--- src/design/esc_tfp_pkg.sv ---
// shared types, constants and crc helper for the esc telemetry frame parser
// no dependencies; imported by every module of the parser
package esc_tfp_pkg;

  localparam int NUM_CODES  = 5;
  localparam int CODE_W     = 8;
  localparam int WORD_W     = 16;
  localparam int MOTORS     = 4;
  localparam int ADDR_W     = 5;
  localparam int CNT_W      = 4;

  localparam logic [7:0] CRC_POLY = 8'hD5;
  localparam logic [7:0] CRC_INIT = 8'h00;

  localparam logic [CNT_W-1:0] LEN_ERPM_ONLY = 4'd10;
  localparam logic [CNT_W-1:0] LEN_TEMP      = 4'd11;
  localparam logic [CNT_W-1:0] LEN_WORD      = 4'd12;

  // byte positions inside a frame
  localparam logic [CNT_W-1:0] POS_LAST_ERPM = 4'd8;
  localparam logic [CNT_W-1:0] POS_EXTRA_HI  = 4'd9;

  // register index in the config space
  typedef enum logic [2:0] {
    REG_CODE_ERPM   = 3'd0,
    REG_CODE_TEMP   = 3'd1,
    REG_CODE_VOLT   = 3'd2,
    REG_CODE_CURR   = 3'd3,
    REG_CODE_CHARGE = 3'd4
  } reg_idx_t;

  typedef enum logic [2:0] {
    KIND_ERPM   = 3'd0,
    KIND_TEMP   = 3'd1,
    KIND_VOLT   = 3'd2,
    KIND_CURR   = 3'd3,
    KIND_CHARGE = 3'd4
  } kind_t;

  typedef logic [NUM_CODES-1:0][CODE_W-1:0] codes_t;

  typedef struct packed {
    logic                           frame_ok;
    logic                           crc_error;
    logic [MOTORS-1:0][WORD_W-1:0]  erpm;
    logic [WORD_W-1:0]              erpm_mean;
    logic [7:0]                     temperature;
    logic [WORD_W-1:0]              voltage;
    logic [WORD_W-1:0]              current;
    logic [WORD_W-1:0]              charge;
  } result_t;

  function automatic logic [7:0] crc8_step(input logic [7:0] crc, input logic [7:0] data);
    logic [7:0] v;
    v = crc ^ data;
    for (int k = 0; k < 8; k++) begin
      if (v[7]) begin
        v = {v[6:0], 1'b0} ^ CRC_POLY;
      end else begin
        v = {v[6:0], 1'b0};
      end
    end
    return v;
  endfunction

  function automatic logic [CNT_W-1:0] frame_len(input kind_t kind);
    logic [CNT_W-1:0] len;
    case (kind)
      KIND_ERPM: len = LEN_ERPM_ONLY;
      KIND_TEMP: len = LEN_TEMP;
      default:   len = LEN_WORD;
    endcase
    return len;
  endfunction

endpackage

--- src/design/esc_tfp_regs.sv ---
// apb-style config registers holding the five frame type codes
// depends on esc_tfp_pkg
module esc_tfp_regs
  import esc_tfp_pkg::*;
(
  input  logic              clk,
  input  logic              rst_n,
  input  logic              cfg_psel,
  input  logic              cfg_penable,
  input  logic              cfg_pwrite,
  input  logic [ADDR_W-1:0] cfg_paddr,
  input  logic [31:0]       cfg_pwdata,
  output logic [31:0]       cfg_prdata,
  output logic              cfg_pready,
  output codes_t            codes
);

  codes_t     codes_r;
  codes_t     codes_nxt;
  reg_idx_t   idx;
  logic       wr_en;

  assign idx        = reg_idx_t'(cfg_paddr[ADDR_W-1:2]);
  assign wr_en      = cfg_psel && cfg_penable && cfg_pwrite;
  assign cfg_pready = 1'b1;
  assign codes      = codes_r;

  always_comb begin
    codes_nxt  = codes_r;
    cfg_prdata = '0;
    unique case (idx) inside
      REG_CODE_ERPM, REG_CODE_TEMP, REG_CODE_VOLT, REG_CODE_CURR, REG_CODE_CHARGE: begin
        cfg_prdata = {24'd0, codes_r[idx]};
        if (wr_en) begin
          codes_nxt[idx] = cfg_pwdata[CODE_W-1:0];
        end
      end
      default: begin
        cfg_prdata = '0;
      end
    endcase
  end

  always_ff @(posedge clk) begin
    if (!rst_n) begin
      codes_r[REG_CODE_ERPM]   <= 8'd1;
      codes_r[REG_CODE_TEMP]   <= 8'd2;
      codes_r[REG_CODE_VOLT]   <= 8'd3;
      codes_r[REG_CODE_CURR]   <= 8'd4;
      codes_r[REG_CODE_CHARGE] <= 8'd5;
    end else begin
      codes_r <= codes_nxt;
    end
  end

endmodule

--- src/design/esc_tfp_core.sv ---
// frame state, running crc, staging and held telemetry registers
// depends on esc_tfp_pkg; updated once per item on the fire strobe
module esc_tfp_core
  import esc_tfp_pkg::*;
(
  input  logic       clk,
  input  logic       rst_n,
  input  logic       fire,
  input  logic [7:0] rx_byte,
  input  codes_t     codes,
  output result_t    res
);

  logic [CNT_W-1:0]              count_r, count_nxt;
  logic [CNT_W-1:0]              len_r, len_nxt;
  kind_t                         kind_r, kind_nxt;
  logic [7:0]                    crc_r, crc_nxt;
  logic [MOTORS-1:0][WORD_W-1:0] staged_erpm_r, staged_erpm_nxt;
  logic [WORD_W-1:0]             staged_extra_r, staged_extra_nxt;
  result_t                       res_r, res_nxt;

  logic                          hit;
  kind_t                         hit_kind;
  logic                          last_byte;
  logic [CNT_W-1:0]              pos_m1;
  logic [1:0]                    motor;
  logic [WORD_W+1:0]             staged_sum;

  // first matching code wins; a zero code never matches
  always_comb begin
    hit      = 1'b0;
    hit_kind = KIND_ERPM;
    for (int i = NUM_CODES - 1; i >= 0; i--) begin
      if (codes[i] != '0 && codes[i] == rx_byte) begin
        hit      = 1'b1;
        hit_kind = kind_t'(i[2:0]);
      end
    end
  end

  assign last_byte  = ({1'b0, count_r} + 5'd1) >= {1'b0, len_r};
  assign pos_m1     = count_r - 4'd1;
  assign motor      = pos_m1[2:1];
  assign staged_sum = {2'b00, staged_erpm_r[0]} + {2'b00, staged_erpm_r[1]}
                    + {2'b00, staged_erpm_r[2]} + {2'b00, staged_erpm_r[3]};

  always_comb begin
    count_nxt        = count_r;
    len_nxt          = len_r;
    kind_nxt         = kind_r;
    crc_nxt          = crc_r;
    staged_erpm_nxt  = staged_erpm_r;
    staged_extra_nxt = staged_extra_r;
    res_nxt          = res_r;
    res_nxt.frame_ok  = 1'b0;
    res_nxt.crc_error = 1'b0;

    if (count_r == '0) begin
      if (hit) begin
        kind_nxt  = hit_kind;
        len_nxt   = frame_len(hit_kind);
        crc_nxt   = crc8_step(CRC_INIT, rx_byte);
        count_nxt = 4'd1;
      end
    end else if (last_byte) begin
      if (rx_byte == crc_r) begin
        res_nxt.frame_ok  = 1'b1;
        res_nxt.erpm      = staged_erpm_r;
        res_nxt.erpm_mean = staged_sum[WORD_W+1:2];
        case (kind_r)
          KIND_TEMP:   res_nxt.temperature = staged_extra_r[7:0];
          KIND_VOLT:   res_nxt.voltage     = staged_extra_r;
          KIND_CURR:   res_nxt.current     = staged_extra_r;
          KIND_CHARGE: res_nxt.charge      = staged_extra_r;
          default:     ;
        endcase
      end else begin
        res_nxt.crc_error = 1'b1;
      end
      count_nxt = '0;
    end else begin
      crc_nxt = crc8_step(crc_r, rx_byte);
      if (count_r <= POS_LAST_ERPM) begin
        // odd positions carry the high byte of a motor word
        if (count_r[0]) begin
          staged_erpm_nxt[motor][15:8] = rx_byte;
        end else begin
          staged_erpm_nxt[motor][7:0] = rx_byte;
        end
      end else if (count_r == POS_EXTRA_HI) begin
        staged_extra_nxt = {8'd0, rx_byte};
      end else begin
        staged_extra_nxt = {staged_extra_r[7:0], rx_byte};
      end
      count_nxt = count_r + 4'd1;
    end
  end

  always_ff @(posedge clk) begin
    if (!rst_n) begin
      count_r <= '0;
      len_r   <= '0;
      kind_r  <= KIND_ERPM;
      crc_r   <= CRC_INIT;
      res_r   <= '0;
    end else if (fire) begin
      count_r <= count_nxt;
      len_r   <= len_nxt;
      kind_r  <= kind_nxt;
      crc_r   <= crc_nxt;
      res_r   <= res_nxt;
    end
  end

  // staging has no reset: every word is written within a frame before use
  always_ff @(posedge clk) begin
    if (fire) begin
      staged_erpm_r  <= staged_erpm_nxt;
      staged_extra_r <= staged_extra_nxt;
    end
  end

  assign res = res_r;

endmodule

--- src/design/esc_telemetry_frame_parser.sv ---
// esc telemetry frame parser: one received byte in, one telemetry snapshot out.
// an accepted item passes through the input register, then the result register.
// one item per cycle while out_ready is high, set by the input and result registers.
// rst_n is synchronous, active low: hunting state, held values zero, codes 1..5.
// input register and handshake here; depends on esc_tfp_pkg, esc_tfp_regs, esc_tfp_core
module esc_telemetry_frame_parser
  import esc_tfp_pkg::*;
(
  input  logic              clk,
  input  logic              rst_n,
  input  logic              in_valid,
  output logic              in_ready,
  input  logic [7:0]        in_rx_byte,
  output logic              out_valid,
  input  logic              out_ready,
  output logic              out_frame_ok,
  output logic              out_crc_error,
  output logic [15:0]       out_erpm_first,
  output logic [15:0]       out_erpm_second,
  output logic [15:0]       out_erpm_third,
  output logic [15:0]       out_erpm_fourth,
  output logic [15:0]       out_erpm_mean,
  output logic [7:0]        out_temperature_out,
  output logic [15:0]       out_voltage_out,
  output logic [15:0]       out_current_out,
  output logic [15:0]       out_charge_out,
  input  logic              cfg_psel,
  input  logic              cfg_penable,
  input  logic              cfg_pwrite,
  input  logic [ADDR_W-1:0] cfg_paddr,
  input  logic [31:0]       cfg_pwdata,
  output logic [31:0]       cfg_prdata,
  output logic              cfg_pready
);

  logic       in_valid_r, in_valid_nxt;
  logic [7:0] in_byte_r;
  logic       out_valid_r, out_valid_nxt;
  logic       fire;
  codes_t     codes;
  result_t    res;

  esc_tfp_regs u_regs (
    .clk         (clk),
    .rst_n       (rst_n),
    .cfg_psel    (cfg_psel),
    .cfg_penable (cfg_penable),
    .cfg_pwrite  (cfg_pwrite),
    .cfg_paddr   (cfg_paddr),
    .cfg_pwdata  (cfg_pwdata),
    .cfg_prdata  (cfg_prdata),
    .cfg_pready  (cfg_pready),
    .codes       (codes)
  );

  esc_tfp_core u_core (
    .clk     (clk),
    .rst_n   (rst_n),
    .fire    (fire),
    .rx_byte (in_byte_r),
    .codes   (codes),
    .res     (res)
  );

  // the held item moves into the result register when that slot frees up
  assign fire     = in_valid_r && (!out_valid_r || out_ready);
  assign in_ready = !in_valid_r || fire;

  always_comb begin
    in_valid_nxt = in_valid_r;
    if (in_ready) begin
      in_valid_nxt = in_valid;
    end
    out_valid_nxt = out_valid_r;
    if (fire) begin
      out_valid_nxt = 1'b1;
    end else if (out_ready) begin
      out_valid_nxt = 1'b0;
    end
  end

  always_ff @(posedge clk) begin
    if (!rst_n) begin
      in_valid_r  <= 1'b0;
      out_valid_r <= 1'b0;
    end else begin
      in_valid_r  <= in_valid_nxt;
      out_valid_r <= out_valid_nxt;
    end
  end

  always_ff @(posedge clk) begin
    if (in_valid && in_ready) begin
      in_byte_r <= in_rx_byte;
    end
  end

  assign out_valid           = out_valid_r;
  assign out_frame_ok        = res.frame_ok;
  assign out_crc_error       = res.crc_error;
  assign out_erpm_first      = res.erpm[0];
  assign out_erpm_second     = res.erpm[1];
  assign out_erpm_third      = res.erpm[2];
  assign out_erpm_fourth     = res.erpm[3];
  assign out_erpm_mean       = res.erpm_mean;
  assign out_temperature_out = res.temperature;
  assign out_voltage_out     = res.voltage;
  assign out_current_out     = res.current;
  assign out_charge_out      = res.charge;

  logic [17:0] chk_sum;
  assign chk_sum = {2'b00, out_erpm_first} + {2'b00, out_erpm_second}
                 + {2'b00, out_erpm_third} + {2'b00, out_erpm_fourth};

  a_flags_exclusive: assert property (@(posedge clk) disable iff (!rst_n)
    out_valid |-> !(out_frame_ok && out_crc_error))
    else $error("frame_ok and crc_error both set");

  a_stall_only_on_backpressure: assert property (@(posedge clk) disable iff (!rst_n)
    !in_ready |-> (out_valid && !out_ready))
    else $error("input stalled without output backpressure");

  a_result_holds: assert property (@(posedge clk) disable iff (!rst_n)
    (out_valid && !out_ready) |=> ($stable(out_erpm_first) && $stable(out_erpm_mean)
                                   && $stable(out_voltage_out) && $stable(out_frame_ok)))
    else $error("result changed while stalled");

  a_mean_consistent: assert property (@(posedge clk) disable iff (!rst_n)
    out_valid |-> (out_erpm_mean == chk_sum[17:2]))
    else $error("held mean disagrees with held erpm values");

endmodule
--- config.mk ---
export PLATFORM = sky130hd
export DESIGN_NAME = esc_telemetry_frame_parser
export DESIGN_NICKNAME = d
export VERILOG_FILES = /design/src/design/esc_tfp_pkg.sv /design/src/design/esc_tfp_regs.sv /design/src/design/esc_tfp_core.sv /design/src/design/esc_telemetry_frame_parser.sv
export SDC_FILE = /design/constraint.sdc
export NUM_CORES = 1
export LEC_CHECK = 0
export BUFFER_PORTS_ARGS = -buffer_cell sky130_fd_sc_hd__buf_2
export CORE_ASPECT_RATIO = 1.1
export CORE_UTILIZATION = 30
export CTS_CLUSTER_SIZE = 40
export DETAILED_ROUTE_END_ITERATION = 7
export GPL_ROUTABILITY_DRIVEN = 1
export GPL_TIMING_DRIVEN = 0
export PLACE_DENSITY_LB_ADDON = 0.05
export SETUP_SLACK_MARGIN = 0.2
export SLEW_MARGIN = 5
export SYNTH_ARGS = -nofsm -noshare
export SYNTH_HDL_FRONTEND = slang
export SYNTH_HIERARCHICAL = 1
export SYNTH_SLANG_ARGS = --single-unit
--- constraint.sdc ---
create_clock -name clk -period 8.3 [get_ports clk]
set_input_delay 1.66 -clock clk [delete_from_list [all_inputs] [get_ports clk]]
set_output_delay 1.66 -clock clk [all_outputs]
set_load 0.005 [all_outputs]
# Word-level counts from Yosys, hierarchy flattened
# Cells that the tools add are included.
word_totals:
  reg_bits: 287
  latchBits: 0
  ramBits: 0
  mem_bits_ro: 0
  output_inout_bits: 173
  mem_count: 0
classes:
  n_addsub: 6
  multipliers: 0
  div: 0
  magnitude_cmp: 6
  eq_ne: 18
  shifts: 0
  n_mux: 85
  bitwise: 20
  reduce_logical: 36
ops:
  columns: ["cell", "n"]
  rows:
  - ["$mux 8", 52]
  - ["$mux 138", 2]
  - ["$mux 136", 1]
  - ["$bwmux 64", 2]
  - ["$not 5->5", 16]
  - ["$demux 16 s2", 2]
  - ["$mux 16", 4]
  - ["$mux 64", 1]
  - ["$eq 8x8->1", 6]
  - ["$bwmux 40", 1]
  - ["$reduce_bool 8->1", 5]
  - ["$add 18x16->18", 2]
  - ["$bmux 8 s3", 1]
  - ["$demux 8 s3", 1]
  - ["$reduce_and 5->1", 4]
  - ["$add 16x16->17", 1]
  - ["$mux 3", 5]
  - ["$eq 3x2->1 const B", 4]
  - ["$mux 4", 3]
  - ["$reduce_and 4->1", 3]
  - ["$logic_and 1x1->1", 11]
  - ["$eq 3x1->1 const B", 3]
  - ["$mux 1", 9]
  - ["$xor 8x8->8", 1]
  - ["other kinds (23)", 31]

# Depth between registers and ports, before layout
# Gate-level depths: netlist of run 1.
depth:
  depth_word: 37
  depth_mapped: 14

# By module
# The synthesis of run 1 kept the hierarchy.
by_module_without_submodules:
  columns: ["module", "instances", "cells_per_inst", "area_per_inst_um2", "seq_area_each_um2"]
  rows:
  - ["esc_tfp_core", 1, 1266, 11484.8, 5545.3]
  - ["esc_tfp_regs", 1, 222, 2102.0, 800.8]
  - ["esc_telemetry_frame_parser", 1, 17, 344.1, 280.3]

# Worst setup path after synthesis of run 1
# Ideal clock, no wire load.
synth_timing:
  kind: "input port to output port"
  from: "in cfg_paddr[3]"
  to: "out cfg_prdata[1]"
  arrival_ps: 2479
  required_time_ps: 6640
  slack_ps: 4161
  stages: 5
  path_buffers: 2
  path_cell_list: "buf_2 buf_2 mux2i_1 o21ai_0 o21a_1"
synth_between:
  elab_chain_cells: 3
  elab_cells_between_ends: 9
  cone_classes: "eq/ne: 4; mux: 3; reduce/logical: 2"
synth_lines:
  columns: ["item", "line_no", "text"]
  rows:
  - ["from (decl)", "esc_telemetry_frame_parser.sv:30", "input logic [ADDR_W-1:0] cfg_paddr,"]
  - ["$bmux 8 s3, or another cell as far along", "esc_tfp_regs.sv:33", "cfg_prdata = {24'd0, codes_r[idx]};"]
  - ["$mux 8 (not written as such) or $reduce_or 5->1 (tied branches)", "esc_tfp_regs.sv:33, esc_tfp_regs.sv:31", null]
  - ["$mux 8 (*)", "esc_tfp_regs.sv:31", "unique case (idx) inside"]
  - ["to (decl)", "esc_telemetry_frame_parser.sv:32", "output logic [31:0] cfg_prdata,"]
# Every way passes the cells marked *; elsewhere a longest branch is shown, timed or not. The select of a mux whose other input is x is not followed.

# Worst setup path in the final report of run 1
layout_timing:
  from: "in cfg_paddr[2]"
  to: "out cfg_prdata[5]"
# Same word-level chain as after synthesis.

==> key figures, run 1 <==
Status
  • Status: finished, final reports clean

CTS
  • TritonCTS Buffers: 36
  • Post_cts resized: 0
  • Post-CTS Setup Bufs: 0
  • Worst-skew pair later-pin latency: 0.54 ns
  • CTS sink cnt: 287
  • CTS Hold Bufs: 0
  • Clock root buffer: clkbuf_16
  • Clock buffer depth: 3
  • CTS tree: yes
  • Clk slew on worst S/H paths: 0.06 ns
  • H-tree Lvls: 2

Critical path
  • CP arrival: 2.95 ns
  • Worst reg2reg path depth: 10
  • Slowest stage cell, crit path: mux2_2
  • CP Launch Type: input port
  • WP data required: 6.64 ns
  • Crit Path Class: input port to output port
  • Worst flop-to-flop path endpoint: u_core/staged_erpm_r[18]
  • Critical R2R Launch: u_core/count_r[0]
  • CP max stage delay: 0.41 ns
  • Crit. End Element: output port
  • R2R Setup Slk: 4.05 ns
  • Max FO, Critical Path: 10
  • Worst-path cell chain: buf_2 > buf_2 > mux2_2 > a22oi_1 > o21ai_0 > buf_2
  • CP most frequent cell: buf_2

STA
  • Worst slew pin tran: 0.962 ns
  • Final Skew: 0.0109 ns
  • Final Slew Violations: 0
  • Total Neg Setup Slack: 0 ns
  • RSZ-0062 raised after global routing: no
  • Final Setup Violations: 0
  • Peak Freq: 0.217 GHz
  • Final period util: 0.555
  • Final Hold Viols: 0
  • Min Tclk post-route: 4.61 ns
  • Slew margin rel.: 0.359

Floorplanning
  • Chip Height: 228 um
  • # IOs: 225
  • Die span in x: 207 um
  • Area of the die: 0.0473 mm^2
  • Row count: 82
  • Core area: 0.0457 mm^2
  • Initial Utilization: 0.305

Logic synthesis
  • Synth async-reset ratio: 0
  • Distinct cells, synth: 78
  • Yosys reg bits: 287
  • Gate Count Post-Synth: 1505
  • Number of synthesized flops with an enable pin: 88
  • Register area share after synthesis: 0.476
  • YS warnings: 6
  • Synth Flop Type: dfxtp_1
  • Syn avg cell area: 9.26 um^2
  • Mapped cell area: 0.0139 mm^2

Power
  • Comb power frac: 0.052
  • Switching power: 736 uW
  • Clock share of power: 0.494
  • Pwr per Cell Area: 190 mW/mm^2
  • Switching share of power: 0.230
  • Maximum vdd drop: 0.124 mV
  • Leak: 6.99 nW
  • Pint: 2.46 mW
  • Flop pwr share: 0.453

Route
  • DR WL/cell: 18.8 um
  • DRC Markers: 0
  • Drt first-iter violations: 536
  • Vias per cell: 4.56
  • Via count: 10.7k
  • Routed wire length: 44.2 mm
  • DR pass1 iterations: 5
  • ANT nets after route: 0

GRT
  • Global Route Usage Sum: 0.187
  • Vias in the first global route: 10.8k
  • Largest net degree at the start of global routing: 13
  • Final global-route overflow total: 0
  • First-pass GRT wire length: 67.1 mm
  • Initial antenna violation count: 0

Worst hold path
  • Min-Delay Path Depth: 2
  • Hold_sp: u_core/res[21]
  • Worst hold path type: register to register
  • Worst Hold Path EP: u_core/res[21]

Cells and area
  • Post-route insts no fill: 2354
  • Diodes inserted: 0
  • Design area: 0.0168 mm^2
  • Share of post-route cells with drive strength above 1: 0.186
  • Final core utilization: 0.368
  • Area Growth Syn to Fin: 20.6%
  • Final net count: 1846

Place
  • Placed cells: 2289
  • DP Wirelength: 33.9 mm
  • Post-DP Area: 0.0156 mm^2
  • GPL Wtd Cong: 0.850
  • Count of input and output buffers: 172

Run
  • Max cap viols: 0
worst max-delay path, delay by kind of cell:
| kind | cells | cell delay [ns] |
|---|---|---|
| compound gates | 2 | 0.27 |
| mux | 1 | 0.41 |
| buf+inv | 3 | 0.60 |
registers in the layout (all words and copies together) (netlist names):
signal and flops:
u_core/res 138, u_core/staged_erpm_r 64, u_regs/codes 40, u_core/staged_extra_r 16
in_byte_r 8, u_core/crc_r 8, u_core/count_r 4, u_core/len_r 4
u_core/kind_r 3, in_valid_r 1, out_valid 1
cell type report:
class	count	area [um^2]
fill	4751	28900
sequential	287	6630
multi-input combinational	1022	6380
clock buffer	49	981
timing repair buffer	173	872
tap	588	736
buffer	110	608
inverter	109	409
clock inverter	16	190
power by group through the flow:
stage	clock, mW	sequential (mW)	combinational, mW
after CTS	1.63	1.45	0.169
after global routing	1.68	1.45	0.184
final	1.58	1.45	0.168
after global placement	0	1.48	0.168
after floorplan	0	1.48	0.117
after detailed placement	0	1.48	0.168
placed cells by master (no fill, tap or decap), types with 12 or more instances in the layout:
cell / Yosys / routed
clkbuf_16: 0 / 37
edfxtp_1: 88 / 88
nor4_1: 12 / 12
nor2_1: 92 / 92
nand3_1: 14 / 14
ha_1: 23 / 23
dfxtp_1: 199 / 199
o21ai_0: 35 / 35
a21oi_1: 149 / 149
mux2i_1: 53 / 53
inv_1: 108 / 108
xnor2_1: 55 / 55
buf_4: 30 / 30
nand2_1: 331 / 331
xor2_1: 31 / 31
clkbuf_1: 47 / 58
fa_1: 32 / 32
conb_1: 2 / 25
buf_2: 17 / 189
cells by family (layout without fill, tap and decap cells):
kind of cell	count (synthesis)	count (layout)	synth area share
other cells	2	25	0.000539
fa+ha+maj	55	55	0.0666
mux	57	57	0.0421
buf+inv	219	457	0.0730
simple gates	543	543	0.176
compound gates	252	252	0.106
xor+xnor	90	90	0.0595
flops	287	287	0.476
through the flow:
step	worst slack [ns]	power, mW	hold WS [ns]
2_1_floorplan	4.16	1.60	0.421
3_3_place_gp	3.46	1.65	0.441
3_5_place_dp	3.59	1.65	0.444
4_1_cts	3.69	3.25	0.452
5_1_grt	3.64	3.31	0.471
6_report	3.69	3.20	0.449
routing by layer:
layer / share of wire / up-vias / track usage
met2: 0.47 / 185 / 0.309
met4: 0.023 / 0 / 0.0522
met5: 0 / - / 0
met1: 0.46 / 5097 / 0.245
li1: - / 5405 / -
met3: 0.043 / 55 / 0.0417
synthesized netlist by cell type, types with 10 or more instances:
library cell / number / area share
xor2_1: 31 / 0.019
a21oi_1: 149 / 0.054
o21ai_0: 35 / 0.013
nor4_1: 12 / 0.0054
a21oi_2: 10 / 0.0063
fa_1: 32 / 0.046
nor2_1: 92 / 0.025
nand3_1: 14 / 0.0050
nor2b_1: 11 / 0.0049
nand2_1: 331 / 0.089
edfxtp_1: 88 / 0.19
buf_4: 30 / 0.016
xnor2_1: 55 / 0.035
dfxtp_1: 199 / 0.29
ha_1: 23 / 0.021
clkbuf_1: 47 / 0.013
inv_1: 108 / 0.029
mux2i_1: 53 / 0.038
nor3_1: 12 / 0.0043
and2_1: 11 / 0.0049
buf_2: 17 / 0.0061
nand2_2: 11 / 0.0049
worst max-delay path by stage:
stage	from	endpoint	cells after the start	slack, ns
final	cfg_paddr[2]	cfg_prdata[5]	6	3.69
after global routing	cfg_paddr[2]	cfg_prdata[5]	6	3.64
after CTS	cfg_paddr[2]	cfg_prdata[5]	6	3.69
after detailed placement	out_ready	u_core/staged_erpm_r[18]	9	3.59
after global placement	out_ready	u_core/staged_extra_r[11]	6	3.46
after floorplan	cfg_paddr[3]	cfg_prdata[1]	5	4.16
No activity file was read; power rests on OpenSTA's default activity.
==> run 2, diff against run 1 <==
ABC_AREA = 1   (was default)
clock period = 3.9 ns   (was 8.3 ns; I/O delays follow)
==> key figures, run 2 <==
STA
  • Final Skew: 0.0255 ns (+0.0145 ns)
  • Slew margin rel.: 0.244 (-0.115)
  • Worst slew pin tran: 1.12 ns (+0.163 ns)
  • Final Setup Violations: 0 (unchanged)
  • Final Slew Violations: 0 (unchanged)
  • RSZ-0062 raised after global routing: yes
  • Min Tclk post-route: 3.42 ns
  • Final period util: 0.876
  • Peak Freq: 0.293 GHz
  • Final Hold Viols: 0 (unchanged)

Worst hold path
  • Worst hold path type: input port to register
  • Worst Hold Path EP: in_byte_r[5]
  • Hold_sp: in_rx_byte[5]
  • Min-Delay Path Depth: 1 (-1)

Cells and area
  • Register Area: 0.00663 mm^2 (about the same)
  • Max FFs per register: 138 (unchanged)
  • Multi-input logic area: 0.00643 mm^2 (+0.75%)
  • Diodes inserted: 0 (unchanged)
  • Most common cell after layout, fill and taps aside: nand2_1
  • Final net count: 2141 (+16%)
  • Post-route insts no fill: 2699 (+15%)
  • Area Growth Syn to Fin: 21.0%
  • Share of post-route cells with drive strength above 1: 0.171 (-0.0145)
  • Fillers: 5040 (+6.1%)
  • Most frequent cells in the layout: nand2_1, nor2_1, inv_1

Power
  • PnR Total Power: 6.92 mW (+120%)
  • Pwr per Cell Area: 396 mW/mm^2 (+110%)
  • Leak: 7.77 nW (+11%)
  • Maximum vdd drop: 0.256 mV (+110%)

CTS
  • TritonCTS Buffers: 36 (unchanged)
  • CTS sink cnt: 287 (unchanged)
  • Worst-skew pair later-pin latency: 0.55 ns (about the same)
  • Clk slew on worst S/H paths: 0.06 ns (about the same)
  • CTS tree: yes
  • Clock buffer depth: 3 (unchanged)
  • Clock root buffer: clkbuf_16
  • H-tree Lvls: 2 (unchanged)
  • CTS Hold Bufs: 0 (unchanged)

Route
  • DR pass1 iterations: 5 (unchanged)
  • Via count: 12.4k (+15%)
  • Vias per cell: 4.58 (+0.28%)
  • Drt first-iter violations: 538 (+0.37%)
  • DR WL/cell: 18.2 um (-2.9%)
  • Routed wire length: 49.2 mm (+11%)
  • DRC Markers: 0 (unchanged)
  • ANT nets after route: 0 (unchanged)

Logic synthesis
  • Synth async-reset ratio: 0 (unchanged)
  • Syn avg cell area: 8.01 um^2 (-13%)
  • Complex-gate fraction of the synthesized area: 0.110 (+0.00309)
  • Proportion of synthesized area in mux cells: 0 (-0.0421)
  • Main combinational cell family by area after synthesis: simple AND/OR/NAND/NOR gates
  • Synth Flop Type: dfxtp_1
  • XOR/XNOR Fraction of Synth Area: 0.0302 (-0.0293)
  • Adder-cell share of the synthesized area: 0.0644 (-0.00225)
  • Count leader, synth: nand2_1
  • Top cell type's share of synthesized area: 0.276 (-0.00965)
  • YS warnings: 6 (unchanged)
  • Distinct cells, synth: 45 (-42%)
  • Top cells by count, synth: nand2_1, nor2_1, inv_1
  • Gate Count Post-Synth: 1799 (+20%)
  • Number of synthesized flops with an enable pin: 88 (unchanged)
  • Post-synth top area cell: dfxtp_1
  • Yosys reg bits: 287 (unchanged)
  • Synth area leaders: dfxtp_1, edfxtp_1, nand2_1, nor2_1, a21oi_1
  • Register area share after synthesis: 0.460 (-0.0161)
  • Mapped cell area: 0.0144 mm^2 (+3.5%)
  • Post-synthesis simple-gate area fraction: 0.232 (+0.0561)

GRT
  • Final global-route overflow total: 0 (unchanged)
  • Largest net degree at the start of global routing: 13 (unchanged)
  • Global Route Usage Sum: 0.202 (+0.0145)
  • First-pass GRT wire length: 73.9 mm (+10%)
  • Vias in the first global route: 12.2k (+13%)
  • Initial antenna violation count: 0 (unchanged)

Place
  • Count of input and output buffers: 171 (-0.58%)
  • Placed cells: 2631 (+15%)
  • GPL Wtd Cong: 0.920 (+8.3%)
  • DP Wirelength: 38.6 mm (+14%)

Critical path
  • Worst flop-to-flop path endpoint: u_core/staged_erpm_r[1]
  • Critical R2R Launch: u_core/count_r[0]
  • Max FO, Critical Path: 10 (unchanged)
  • WP data required: 4.07 ns (-2.57 ns)
  • Crit. End Element: register
  • CP Launch Type: register
  • Worst reg2reg path depth: 15 (+5)
  • R2R Setup Slk: 0.48 ns (-3.57 ns)
  • CP arrival: 3.59 ns (+0.64 ns)
  • Crit Path Class: register to register

Floorplanning
  • Initial Utilization: 0.306 (+0.00135)
  • # IOs: 225 (unchanged)
  • Chip Height: 232 um (+1.7%)
  • Row count: 83 (+1.2%)
  • Die span in x: 211 um (+1.7%)
  • Area of the die: 0.0489 mm^2 (+3.5%)
  • Core area: 0.0470 mm^2 (+3.0%)

Status
  • Status: finished, final reports clean

Run
  • Max cap viols: 0 (unchanged)
-- run 2: changes by cell type after synthesis, moves of 20 or more --
cell	delta
nand3_1	+121
xnor2_1	-31
clkbuf_1	-20
nor2_1	+142
o21ai_0	+74
a21oi_1	+24
mux2i_1	-53
inv_1	+101
-- run 2: final cells by class --
type,instances,share of cell area
plain buffers,101,0.0391
clock buffers,54,0.0602
clock inverters,12,0.00810
inverters,218,0.0477
multi-input cells,1216,0.368
flip-flops and latches,287,0.380
well taps,637,0.0457
repair buffers,174,0.0511
-- run 2: power by group --
part | total [mW] | leakage (nW) | internal (mW) | switching (mW)
sequential | 3.10 | 2.51 | 3.08 | 0.0190
combinational | 0.449 | 4.68 | 0.148 | 0.300
clock | 3.37 | 0.574 | 2.06 | 1.31
total | 6.92 | 7.77 | 5.29 | 1.63
-- run 2: kinds of logic after synthesis --
family / after synthesis
other: 2
adders and majority gates: 55
xor gates and xnor gates: 48
AOI/OAI and AO/OA: 308
buffers and inverters: 319
and+or+nand+nor: 780
DFF: 287
-- run 2: routing by layer --
| metal | global-route usage | vias to the layer above | part of all wire |
|---|---|---|---|
| li1 | - | 6218 | - |
| met1 | 0.247 | 5838 | 0.43 |
| met2 | 0.363 | 230 | 0.51 |
| met3 | 0.0312 | 65 | 0.038 |
| met4 | 0.0571 | 0 | 0.023 |
| met5 | 0 | - | 0 |
-- run 2: through the flow --
stage,cell area (um^2),TNS [ns],hold slack (ns),util,setup slack (ns)
final,17400,0,0.409,0.371,0.484
after global routing,17400,0,0.375,0.371,0.168
after CTS,17400,0,0.374,0.370,0.206
after detailed placement,16200,-3.51,0.437,0.344,-0.279
after global placement,16200,-15.70,0.436,0.343,-0.866
after floorplan,14500,0,0.428,-,0.351
-- run 2: critical path: stages (launching register included) --
cell	delay, ns
dfxtp_2	0.37
buf_2	0.19
inv_1	0.10
clkbuf_2	0.21
ha_2	0.42
ha_1	0.24
a21boi_0	0.12
o21ai_0	0.13
a21boi_0	0.09
nor2_1	0.14
nand2_1	0.12
inv_1	0.15
nand2_1	0.11
inv_1	0.09
nand2_1	0.16
nor2_2	0.40
-- run 2: how the worst max path moves through the flow --
stage          slack (ns)         startpoint                         to  cells after the start
3_3_place_gp        -0.87  u_core/count_r[0]  u_core/staged_extra_r[10]                     11
5_1_grt              0.17  u_core/count_r[0]   u_core/staged_erpm_r[51]                     15
3_5_place_dp        -0.28  u_core/count_r[0]             u_core/res[71]                     17
4_1_cts              0.21  u_core/count_r[0]              u_core/res[7]                     17
2_1_floorplan        0.35  u_core/count_r[0]   u_core/staged_extra_r[0]                     11
6_report             0.48  u_core/count_r[0]    u_core/staged_erpm_r[1]                     15
-- run 2: timing repair --
| item | 4_1_cts | 5_1_grt |
|---|---|---|
| endpoints found under the setup margin | 199 | 201 |
| resized for setup | 12 | 12 |
| hold endpoints to repair | 0 | 0 |
| cloned | 0 | 0 |
| buffers inserted | 2 | 0 |
